**config.mk**
```make
export PLATFORM = sky130hd
export DESIGN_NAME = frame_colour_classifier_core
export DESIGN_NICKNAME = d
export VERILOG_FILES = /design/src/hw/rtl/fcc_pkg.sv /design/src/hw/rtl/frame_colour_classifier_core.sv /design/src/hw/rtl/fcc_pixel_class.sv /design/src/hw/rtl/fcc_tracker.sv
export VERILOG_INCLUDE_DIRS = /design/src /design/src/hw/rtl
export SDC_FILE = /design/constraint.sdc
export NUM_CORES = 1
export LEC_CHECK = 0
export ABC_CLOCK_PERIOD_IN_PS = 17200
export CAP_MARGIN = 20
export CORE_ASPECT_RATIO = 0.6
export CORE_UTILIZATION = 30
export DETAILED_ROUTE_END_ITERATION = 12
export DONT_BUFFER_PORTS = 1
export HOLD_SLACK_MARGIN = 0.02
export SLEW_MARGIN = 10
export SYNTH_ARGS = -nofsm -noshare
export SYNTH_HDL_FRONTEND = slang
export SYNTH_SLANG_ARGS = --single-unit
```
**constraint.sdc**
```tcl
create_clock -name aclk -period 17.2 [get_ports aclk]
set_input_delay 1.72 -clock aclk [delete_from_list [all_inputs] [get_ports aclk]]
set_output_delay 1.72 -clock aclk [all_outputs]
set_load 0.02 [all_outputs]
```
**src/hw/rtl/assert_macros.svh**
```systemverilog
// assertion helpers used by the classifier core
`ifndef ASSERT_MACROS_SVH
`define ASSERT_MACROS_SVH

`ifndef SYNTHESIS
// same-cycle implication
`define FCC_ASSERT_IMP(label, clk, rst_n, ante, cons) \
    label: assert property (@(posedge clk) disable iff (!rst_n) (ante) |-> (cons)) \
        else $error("assertion failed");
// next-cycle implication
`define FCC_ASSERT_NXT(label, clk, rst_n, ante, cons) \
    label: assert property (@(posedge clk) disable iff (!rst_n) (ante) |=> (cons)) \
        else $error("assertion failed");
`else
`define FCC_ASSERT_IMP(label, clk, rst_n, ante, cons)
`define FCC_ASSERT_NXT(label, clk, rst_n, ante, cons)
`endif

`endif

```
**src/hw/rtl/fcc_pkg.sv**
```systemverilog
`default_nettype none

package fcc_pkg;

    // configuration field widths
    localparam int FRAME_W    = 11;
    localparam int MARGIN_W   = 9;
    localparam int DECIDE_W   = 10;
    localparam int THRESH_W   = 8;
    localparam int CFG_DATA_W = 11;
    localparam int CFG_IDX_W  = 3;

    localparam int PIX_W       = 8;
    localparam int CAM_W       = 2;
    localparam int COLOUR_W    = 3;
    localparam int NUM_CLASSES = 4;

    // default parameter values
    localparam int DEF_MAX_WIDTH  = 1024;
    localparam int DEF_MAX_HEIGHT = 1024;
    localparam int DEF_COUNT_BITS = 16;

    // register reset values
    localparam logic [FRAME_W-1:0]  RST_FRAME_WIDTH  = 11'd64;
    localparam logic [FRAME_W-1:0]  RST_FRAME_HEIGHT = 11'd64;
    localparam logic [MARGIN_W-1:0] RST_EDGE_MARGIN  = 9'd0;
    localparam logic [DECIDE_W-1:0] RST_DECIDE_COUNT = 10'd20;
    localparam logic [THRESH_W-1:0] RST_HIGH_CAM0    = 8'd90;
    localparam logic [THRESH_W-1:0] RST_LOW_CAM0     = 8'd35;
    localparam logic [THRESH_W-1:0] RST_HIGH_OTHER   = 8'd180;
    localparam logic [THRESH_W-1:0] RST_LOW_OTHER    = 8'd70;

    typedef enum logic [CFG_IDX_W-1:0] {
        REG_FRAME_WIDTH  = 3'd0,
        REG_FRAME_HEIGHT = 3'd1,
        REG_EDGE_MARGIN  = 3'd2,
        REG_DECIDE_COUNT = 3'd3,
        REG_HIGH_CAM0    = 3'd4,
        REG_LOW_CAM0     = 3'd5,
        REG_HIGH_OTHER   = 3'd6,
        REG_LOW_OTHER    = 3'd7
    } cfg_index_t;

    typedef enum logic [COLOUR_W-1:0] {
        COL_NONE  = 3'd0,
        COL_WHITE = 3'd1,
        COL_RED   = 3'd2,
        COL_BLUE  = 3'd3,
        COL_GREEN = 3'd4
    } colour_t;

    typedef struct packed {
        logic [FRAME_W-1:0]  frame_width;
        logic [FRAME_W-1:0]  frame_height;
        logic [MARGIN_W-1:0] edge_margin;
        logic [DECIDE_W-1:0] decide_count;
        logic [THRESH_W-1:0] high_cam0;
        logic [THRESH_W-1:0] low_cam0;
        logic [THRESH_W-1:0] high_other;
        logic [THRESH_W-1:0] low_other;
    } cfg_t;

    typedef struct packed {
        logic [PIX_W-1:0] red;
        logic [PIX_W-1:0] green;
        logic [PIX_W-1:0] blue;
        logic [CAM_W-1:0] camera_index;
        logic             frame_start;
    } pixel_t;

    typedef struct packed {
        logic emit;
        logic decided;
    } trk_status_t;

endpackage

`default_nettype wire

```
**src/hw/rtl/frame_colour_classifier_core.sv**
```systemverilog
`default_nettype none

// Frame colour classifier. Takes raster-order RGB pixels, one per clock, and
// gives one colour transaction per frame: the first colour whose class count
// alone passes decide_count, or none at the last pixel of the frame. A pixel
// with frame_start high opens a new frame and latches its camera index. The
// block sustains one pixel per cycle; a pixel goes through an input register
// and then the count/position update, which writes the result register, so
// a colour is registered by the deciding pixel's update step. While a colour
// waits on m_ready the update step holds and the input stalls once its
// register is full. The loop through the class counters and the decision
// compare sets that rate. Registers must be written through
// cfg_we/cfg_index/cfg_data only while idle; the block does not enforce it.
module frame_colour_classifier_core import fcc_pkg::*; #(
    parameter int MAX_WIDTH  = DEF_MAX_WIDTH,
    parameter int MAX_HEIGHT = DEF_MAX_HEIGHT,
    parameter int COUNT_BITS = DEF_COUNT_BITS
) (
    input  wire logic                  aclk,
    input  wire logic                  aresetn,
    // configuration writes
    input  wire logic                  cfg_we,
    input  wire logic [CFG_IDX_W-1:0]  cfg_index,
    input  wire logic [CFG_DATA_W-1:0] cfg_data,
    // pixel channel
    input  wire logic                  s_valid,
    output logic                       s_ready,
    input  wire logic [PIX_W-1:0]      s_red,
    input  wire logic [PIX_W-1:0]      s_green,
    input  wire logic [PIX_W-1:0]      s_blue,
    input  wire logic [CAM_W-1:0]      s_camera_index,
    input  wire logic                  s_frame_start,
    // colour channel
    output logic                       m_valid,
    input  wire logic                  m_ready,
    output logic [COLOUR_W-1:0]        m_colour
);

    `include "assert_macros.svh"

    cfg_t        cfg_reg, cfg_next;
    pixel_t      pix_reg, pix_next;
    logic        in_valid_reg, in_valid_next;
    logic        m_valid_reg, m_valid_next;
    colour_t     m_colour_reg, m_colour_next;
    logic        step_en;
    trk_status_t status;
    colour_t     colour;

    // register file, to be written only while idle; the block does not enforce it
    always_comb begin
        cfg_next = cfg_reg;
        if (cfg_we) begin
            case (cfg_index_t'(cfg_index))
                REG_FRAME_WIDTH:  cfg_next.frame_width  = cfg_data[FRAME_W-1:0];
                REG_FRAME_HEIGHT: cfg_next.frame_height = cfg_data[FRAME_W-1:0];
                REG_EDGE_MARGIN:  cfg_next.edge_margin  = cfg_data[MARGIN_W-1:0];
                REG_DECIDE_COUNT: cfg_next.decide_count = cfg_data[DECIDE_W-1:0];
                REG_HIGH_CAM0:    cfg_next.high_cam0    = cfg_data[THRESH_W-1:0];
                REG_LOW_CAM0:     cfg_next.low_cam0     = cfg_data[THRESH_W-1:0];
                REG_HIGH_OTHER:   cfg_next.high_other   = cfg_data[THRESH_W-1:0];
                REG_LOW_OTHER:    cfg_next.low_other    = cfg_data[THRESH_W-1:0];
                default:          cfg_next = cfg_reg;
            endcase
        end
    end

    // the update step runs when a pixel is held and the result slot is free
    // or being drained this cycle
    assign step_en = in_valid_reg && (!m_valid_reg || m_ready);
    assign s_ready = !in_valid_reg || step_en;

    always_comb begin
        pix_next      = pix_reg;
        in_valid_next = in_valid_reg;
        if (s_valid && s_ready) begin
            pix_next      = '{red: s_red, green: s_green, blue: s_blue,
                              camera_index: s_camera_index,
                              frame_start: s_frame_start};
            in_valid_next = 1'b1;
        end else if (step_en) begin
            in_valid_next = 1'b0;
        end

        // result register parts the colour channel from the update step
        m_valid_next  = m_valid_reg;
        m_colour_next = m_colour_reg;
        if (m_valid_reg && m_ready) begin
            m_valid_next = 1'b0;
        end
        if (step_en && status.emit) begin
            m_valid_next  = 1'b1;
            m_colour_next = colour;
        end
    end

    fcc_tracker #(
        .MAX_WIDTH  (MAX_WIDTH),
        .MAX_HEIGHT (MAX_HEIGHT),
        .COUNT_BITS (COUNT_BITS)
    ) u_tracker (
        .aclk    (aclk),
        .aresetn (aresetn),
        .step_en (step_en),
        .pix     (pix_reg),
        .cfg     (cfg_reg),
        .status  (status),
        .colour  (colour)
    );

    always_ff @(posedge aclk) begin
        if (!aresetn) begin
            cfg_reg      <= '{frame_width:  RST_FRAME_WIDTH,
                              frame_height: RST_FRAME_HEIGHT,
                              edge_margin:  RST_EDGE_MARGIN,
                              decide_count: RST_DECIDE_COUNT,
                              high_cam0:    RST_HIGH_CAM0,
                              low_cam0:     RST_LOW_CAM0,
                              high_other:   RST_HIGH_OTHER,
                              low_other:    RST_LOW_OTHER};
            in_valid_reg <= 1'b0;
            m_valid_reg  <= 1'b0;
        end else begin
            cfg_reg      <= cfg_next;
            in_valid_reg <= in_valid_next;
            m_valid_reg  <= m_valid_next;
        end
    end

    // payload registers carry no reset
    always_ff @(posedge aclk) begin
        pix_reg      <= pix_next;
        m_colour_reg <= m_colour_next;
    end

    assign m_valid  = m_valid_reg;
    assign m_colour = m_colour_reg;

    // a new colour transaction only follows an update step
    `FCC_ASSERT_IMP(a_result_from_step, aclk, aresetn, $rose(m_valid), $past(step_en))
    // a frame is closed once its colour is produced
    `FCC_ASSERT_NXT(a_decided_after_emit, aclk, aresetn, step_en && status.emit,
                    status.decided)
    // at most one colour per frame
    `FCC_ASSERT_IMP(a_single_result, aclk, aresetn,
                    step_en && status.decided && !pix_reg.frame_start, !status.emit)

endmodule

`default_nettype wire

```
**src/hw/rtl/fcc_pixel_class.sv**
```systemverilog
`default_nettype none

// one-hot class of a pixel: bit 0 white, 1 red, 2 blue, 3 green
module fcc_pixel_class import fcc_pkg::*; (
    input  wire logic [PIX_W-1:0]       red,
    input  wire logic [PIX_W-1:0]       green,
    input  wire logic [PIX_W-1:0]       blue,
    input  wire logic [THRESH_W-1:0]    high_thresh,
    input  wire logic [THRESH_W-1:0]    low_thresh,
    output logic      [NUM_CLASSES-1:0] hit
);

    logic r_hi, g_hi, b_hi, r_lo, g_lo, b_lo;

    always_comb begin
        r_hi = red > high_thresh;
        g_hi = green > high_thresh;
        b_hi = blue > high_thresh;
        r_lo = red < low_thresh;
        g_lo = green < low_thresh;
        b_lo = blue < low_thresh;
        hit  = '0;
        if (r_hi && g_hi && b_hi) begin
            hit[0] = 1'b1;
        end else if (r_hi && b_lo && g_lo) begin
            hit[1] = 1'b1;
        end else if (r_lo && b_hi && g_lo) begin
            hit[2] = 1'b1;
        end else if (r_lo && b_lo && g_hi) begin
            hit[3] = 1'b1;
        end
    end

endmodule

`default_nettype wire

```
**src/hw/rtl/fcc_tracker.sv**
```systemverilog
`default_nettype none

// frame position, class counts and decision, one pixel per step
module fcc_tracker import fcc_pkg::*; #(
    parameter int MAX_WIDTH  = DEF_MAX_WIDTH,
    parameter int MAX_HEIGHT = DEF_MAX_HEIGHT,
    parameter int COUNT_BITS = DEF_COUNT_BITS
) (
    input  wire logic   aclk,
    input  wire logic   aresetn,
    input  wire logic   step_en,
    input  wire pixel_t pix,
    input  wire cfg_t   cfg,
    output trk_status_t status,
    output colour_t     colour
);

    localparam int COL_W   = $clog2(MAX_WIDTH);
    localparam int ROW_W   = $clog2(MAX_HEIGHT);
    localparam int DIM_MAX = (MAX_WIDTH > MAX_HEIGHT) ? MAX_WIDTH : MAX_HEIGHT;
    localparam int CALC_W  = $clog2(DIM_MAX + 2 ** FRAME_W) + 1;
    localparam int CMP_W   = (COUNT_BITS > DECIDE_W) ? COUNT_BITS : DECIDE_W;
    localparam logic [COUNT_BITS-1:0] COUNT_MAX = {COUNT_BITS{1'b1}};

    logic [COUNT_BITS-1:0] cnt_reg  [NUM_CLASSES];
    logic [COUNT_BITS-1:0] cnt_next [NUM_CLASSES];
    logic [COUNT_BITS-1:0] cnt0     [NUM_CLASSES];
    logic [COUNT_BITS-1:0] cnt1     [NUM_CLASSES];
    logic [COL_W-1:0]      col_reg, col_next;
    logic [ROW_W-1:0]      row_reg, row_next;
    logic                  decided_reg, decided_next;
    logic [CAM_W-1:0]      cam_reg, cam_next;

    logic [CALC_W-1:0]      fw, fh, w, h, mg, col0, row0, col1, row1a, row1, col2;
    logic                   dec0, in_win, last, found;
    logic [CAM_W-1:0]       cam;
    logic [THRESH_W-1:0]    hi, lo;
    logic [NUM_CLASSES-1:0] hit, nz, gt, only;
    logic [1:0]             cidx;

    fcc_pixel_class u_class (
        .red         (pix.red),
        .green       (pix.green),
        .blue        (pix.blue),
        .high_thresh (hi),
        .low_thresh  (lo),
        .hit         (hit)
    );

    always_comb begin
        // clamp frame size to the supported range
        fw = CALC_W'(cfg.frame_width);
        fh = CALC_W'(cfg.frame_height);
        mg = CALC_W'(cfg.edge_margin);
        if (fw == '0) begin
            w = CALC_W'(1);
        end else if (fw > CALC_W'(MAX_WIDTH)) begin
            w = CALC_W'(MAX_WIDTH);
        end else begin
            w = fw;
        end
        if (fh == '0) begin
            h = CALC_W'(1);
        end else if (fh > CALC_W'(MAX_HEIGHT)) begin
            h = CALC_W'(MAX_HEIGHT);
        end else begin
            h = fh;
        end

        // frame start clears the state before the pixel is handled
        col0 = pix.frame_start ? '0 : CALC_W'(col_reg);
        row0 = pix.frame_start ? '0 : CALC_W'(row_reg);
        dec0 = pix.frame_start ? 1'b0 : decided_reg;
        cam  = pix.frame_start ? pix.camera_index : cam_reg;
        for (int i = 0; i < NUM_CLASSES; i++) begin
            cnt0[i] = pix.frame_start ? '0 : cnt_reg[i];
        end

        // position after a size change
        if (col0 >= w) begin
            col1  = '0;
            row1a = (row0 < h) ? row0 + CALC_W'(1) : row0;
        end else begin
            col1  = col0;
            row1a = row0;
        end
        row1 = (row1a > h - CALC_W'(1)) ? h - CALC_W'(1) : row1a;

        hi = (cam == '0) ? cfg.high_cam0 : cfg.high_other;
        lo = (cam == '0) ? cfg.low_cam0 : cfg.low_other;

        in_win = (col1 >= mg) && (col1 + mg < w) && (row1 >= mg) && (row1 + mg < h);

        for (int i = 0; i < NUM_CLASSES; i++) begin
            if (in_win && hit[i] && cnt0[i] != COUNT_MAX) begin
                cnt1[i] = cnt0[i] + COUNT_BITS'(1);
            end else begin
                cnt1[i] = cnt0[i];
            end
            nz[i] = cnt1[i] != '0;
            gt[i] = CMP_W'(cnt1[i]) > CMP_W'(cfg.decide_count);
        end
        for (int i = 0; i < NUM_CLASSES; i++) begin
            only[i] = gt[i] && ((nz & ~(NUM_CLASSES'(1) << i)) == '0);
        end

        // lowest class wins
        found = 1'b0;
        cidx  = '0;
        for (int i = NUM_CLASSES - 1; i >= 0; i--) begin
            if (in_win && only[i]) begin
                found = 1'b1;
                cidx  = 2'(i);
            end
        end
        colour = found ? colour_t'(3'(cidx) + 3'd1) : COL_NONE;

        last = (col1 + CALC_W'(1) >= w) && (row1 + CALC_W'(1) >= h);
        col2 = col1 + CALC_W'(1);

        status.emit    = !dec0 && (found || last);
        status.decided = decided_reg;

        cnt_next     = cnt0;
        col_next     = col0[COL_W-1:0];
        row_next     = row0[ROW_W-1:0];
        decided_next = dec0;
        cam_next     = cam;
        if (!dec0) begin
            cnt_next = cnt1;
            if (found || last) begin
                decided_next = 1'b1;
                col_next     = col1[COL_W-1:0];
                row_next     = row1[ROW_W-1:0];
            end else if (col2 >= w) begin
                col_next = '0;
                row_next = ROW_W'(row1 + CALC_W'(1));
            end else begin
                col_next = col2[COL_W-1:0];
                row_next = row1[ROW_W-1:0];
            end
        end
    end

    always_ff @(posedge aclk) begin
        if (!aresetn) begin
            for (int i = 0; i < NUM_CLASSES; i++) begin
                cnt_reg[i] <= '0;
            end
            col_reg     <= '0;
            row_reg     <= '0;
            decided_reg <= 1'b0;
            cam_reg     <= '0;
        end else if (step_en) begin
            cnt_reg     <= cnt_next;
            col_reg     <= col_next;
            row_reg     <= row_next;
            decided_reg <= decided_next;
            cam_reg     <= cam_next;
        end
    end

endmodule

`default_nettype wire
```
==> impl_metrics.tcl <==
set metrics [dict create \
    timing.rr.end "m_valid$_SDFFE_PN0P_" \
    vdd_drop_max_uv 80.9 \
    max_freq_mhz 75.9 \
    place.gp.congestion 0.968 \
    wire_per_inst_um 19.0 \
    port_buffers 0 \
    final_area_um2 17300 \
    synth.distinct_cells 102 \
    reg2regPathDepth 61 \
    rows 65 \
    clk_latency_ns 0.47 \
    ys_top_cells_by_count "320 x nand2_1, 210 x nor2_1, 202 x ha_1" \
    cts_resized 0 \
    cp.buffers_inverters 1 \
    antenna_found_initial 2 \
    regArea_um2 4140 \
    netlist_area_um2 16100 \
    hold_viol 0 \
    setup_viol 0 \
    synthXorXnorAreaFrac 0.0528 \
    path_delay_family "compound AO/OA/AOI/OAI gates" \
    hp-start "cfg_reg[3]$_SDFFE_PN0P_" \
    tns_ns 0 \
    syn_inst 2093 \
    drive_above_1_share 0.0470 \
    cts_hold_buf 0 \
    status "completed" \
    drt-initial-drc-count 1708 \
    cts_max_path_buffers 2 \
    dr.pass1.iters 5 \
    slowest_stage "nor2_1" \
    grt_pass1_wl_mm 81.0 \
    multi_input_area_um2 11300 \
    yosys-top-cells-area "dfxtp_1 20%, ha_1 16%, nand2_1 7.5%, a21oi_1 5.6%, edfxtp_1 5.6%" \
    fill_cells 5540 \
    fin_nets 2280 \
    grt_pass1_vias 13900 \
    die_x_um 301 \
    crit_top_cell "nor2_1" \
    cp.required_ns 17.57 \
    hp-class "register to register" \
    synth_edf_count 30 \
    initial_core_util 0.305 \
    yosysWarnings 0 \
    drc 0 \
    p_leak_nw 6.75 \
    cts_tree "built" \
    grt_max_degree 144 \
    track_usage 0.189 \
    cp.arrival_ns 13.54 \
    worst_pin_slew_ns 1.03 \
    ioPinCount 51 \
    synth.area.mux_share 0.0187 \
    rsz0062_at_grt "false" \
    gr-total-overflow 0 \
    crit_fanout 23 \
    cts_inserted_buffers 17 \
    critPathMaxStageDelay_ns 0.76 \
    syn_nets 2343 \
    period_share 0.766 \
    pre_cts_ws_ns 4.40 \
    place_area_um2 16700 \
    synth_seq_area_share 0.258 \
    endpoint_kind "register" \
    r2r_start "cfg_reg[66]$_SDFFE_PN0P_" \
    cts.sinks 192 \
    finalCriticalPeriod_ns 13.18 \
    ys_ff_latch 192 \
    syn_to_final_growth_pct 7.81 \
    r2r_slack_ns 4.02 \
    yosysMostFrequentCell "nand2_1" \
    final.setup_skew_ns 0.0161 \
    detailed_place_hpwl_mm 40.2 \
    largest_register_ffs 73 \
    power_mw 1.19 \
    synth_adder_area_share 0.160 \
    core_area_um2 52700 \
    slew_headroom 0.310 \
    syn_area_per_cell_um2 7.67 \
    drv_cap 0 \
    cts_max_level 4 \
    yosysTopAreaCell "dfxtp_1" \
    power.density_nw_per_um2 69.0 \
    via_count 15400 \
    min_to "cfg_reg[3]$_SDFFE_PN0P_" \
    setup.worst_path.start_class "register" \
    holdPathStages 2 \
    finalWirelength_mm 52.2 \
    synth_ff_type "dfxtp_1" \
    synth_compound_area_frac 0.184 \
    crit_type "register to register" \
    slew_violations 0 \
    post_cts.repair.setup_buffers 0 \
    synth-simple-area-share 0.288 \
    layout_setup_ws_ns 4.02 \
    synth_top_family_by_area "simple AND/OR/NAND/NOR gates" \
    synthArstFlopShare 0 \
    routed_via_density 5.60 \
    postRouteAntennaNets 0 \
    die_h_um 181 \
    cts-root-buf "clkbuf_16" \
    clkTransAtPathRegs_ns 0.09 \
    yosys.area.top_type_share 0.202 \
    die_area_um2 54500 \
]
## layer usage
layer / GRT usage / part of all wire / vias up
li1: - / - / 7383
met5: 0 / 0 / -
met3: 0.0493 / 0.10 / 52
met2: 0.245 / 0.38 / 666
met1: 0.300 / 0.51 / 7284
met4: 0.0372 / 0.011 / 0
## tightest hold or removal path, delay by kind of cell, from the launching register on
kind | cells | cell delay [ns]
compound gates | 1 | 0.05
flops | 1 | 0.31
simple gates | 1 | 0.05
## stage by stage
stage | hold slack, ns | cells | util
CTS | 0.459 | 2746 | 0.329
finish | 0.459 | 2747 | 0.329
floorplan | 0.433 | 2093 | -
detailed placement | 0.448 | 2714 | 0.317
global route | 0.478 | 2746 | 0.329
global placement | 0.442 | 2712 | 0.316
## area by class of cell
cell class                 count  share of cell area
multi-input combinational   1742               0.652
sequential                   192               0.239
tap                          703              0.0508
clock buffer                  19              0.0268
inverter                      58              0.0127
clock inverter                13             0.00939
timing repair buffer          19             0.00867
antenna                        1            0.000144
## placed cells by master (no fill, tap or decap), types with 5 or more instances in the layout
cell       instances
nand4_1           39
o21a_1            23
or2_2              5
or4_1              6
o2111ai_1          6
nand3b_1           5
nor2b_1           60
nand2_1          319
nor3_1            62
and3_1            42
o21ai_0           94
xor2_1            42
buf_4             16
o31ai_1           12
o22ai_1            7
a22oi_1           10
mux2i_1           21
a21oi_1          180
a31oi_1           16
nor2_1           209
mux2_2             7
and2_1            19
or3_1              6
dfxtp_1          162
clkbuf_16         18
o211ai_1          20
a21o_1            20
nor4_1            12
nor3_2             5
edfxtp_1          30
a211oi_1          21
nand2b_1          21
nand4b_1           7
nand3_1           86
inv_1             56
ha_1             202
xnor2_1           53
and4_1            12
## how the worst max path moves through the flow
stage                     cells past startpoint                                 to  slack [ns]                     start
final                                        61               m_valid$_SDFFE_PN0P_        4.02  cfg_reg[66]$_SDFFE_PN0P_
after global routing                         61               m_valid$_SDFFE_PN0P_        2.84  cfg_reg[66]$_SDFFE_PN0P_
after CTS                                    61               m_valid$_SDFFE_PN0P_        4.31  cfg_reg[66]$_SDFFE_PN0P_
after detailed placement                     61               m_valid$_SDFFE_PN0P_        4.40      pix_reg[0]$_DFFE_PP_
after global placement                       61               m_valid$_SDFFE_PN0P_        4.58      pix_reg[0]$_DFFE_PP_
after floorplan                              68  u_tracker.row_reg[9]$_SDFFE_PN0P_        4.50      pix_reg[0]$_DFFE_PP_
## power by group
| part | internal, mW | switching (mW) | leakage, nW |
|---|---|---|---|
| clock | 0.221 | 0.220 | 0.305 |
| combinational | 0.0928 | 0.172 | 4.84 |
| sequential | 0.470 | 0.0182 | 1.60 |
| total | 0.784 | 0.410 | 6.75 |
## cell families after synthesis
kind of cell / Yosys count
simple gates: 946
compound gates: 467
fa+ha+maj: 204
flops: 192
buf+inv: 159
xor+xnor: 96
mux: 29
No activity file was read; power rests on OpenSTA's default activity.
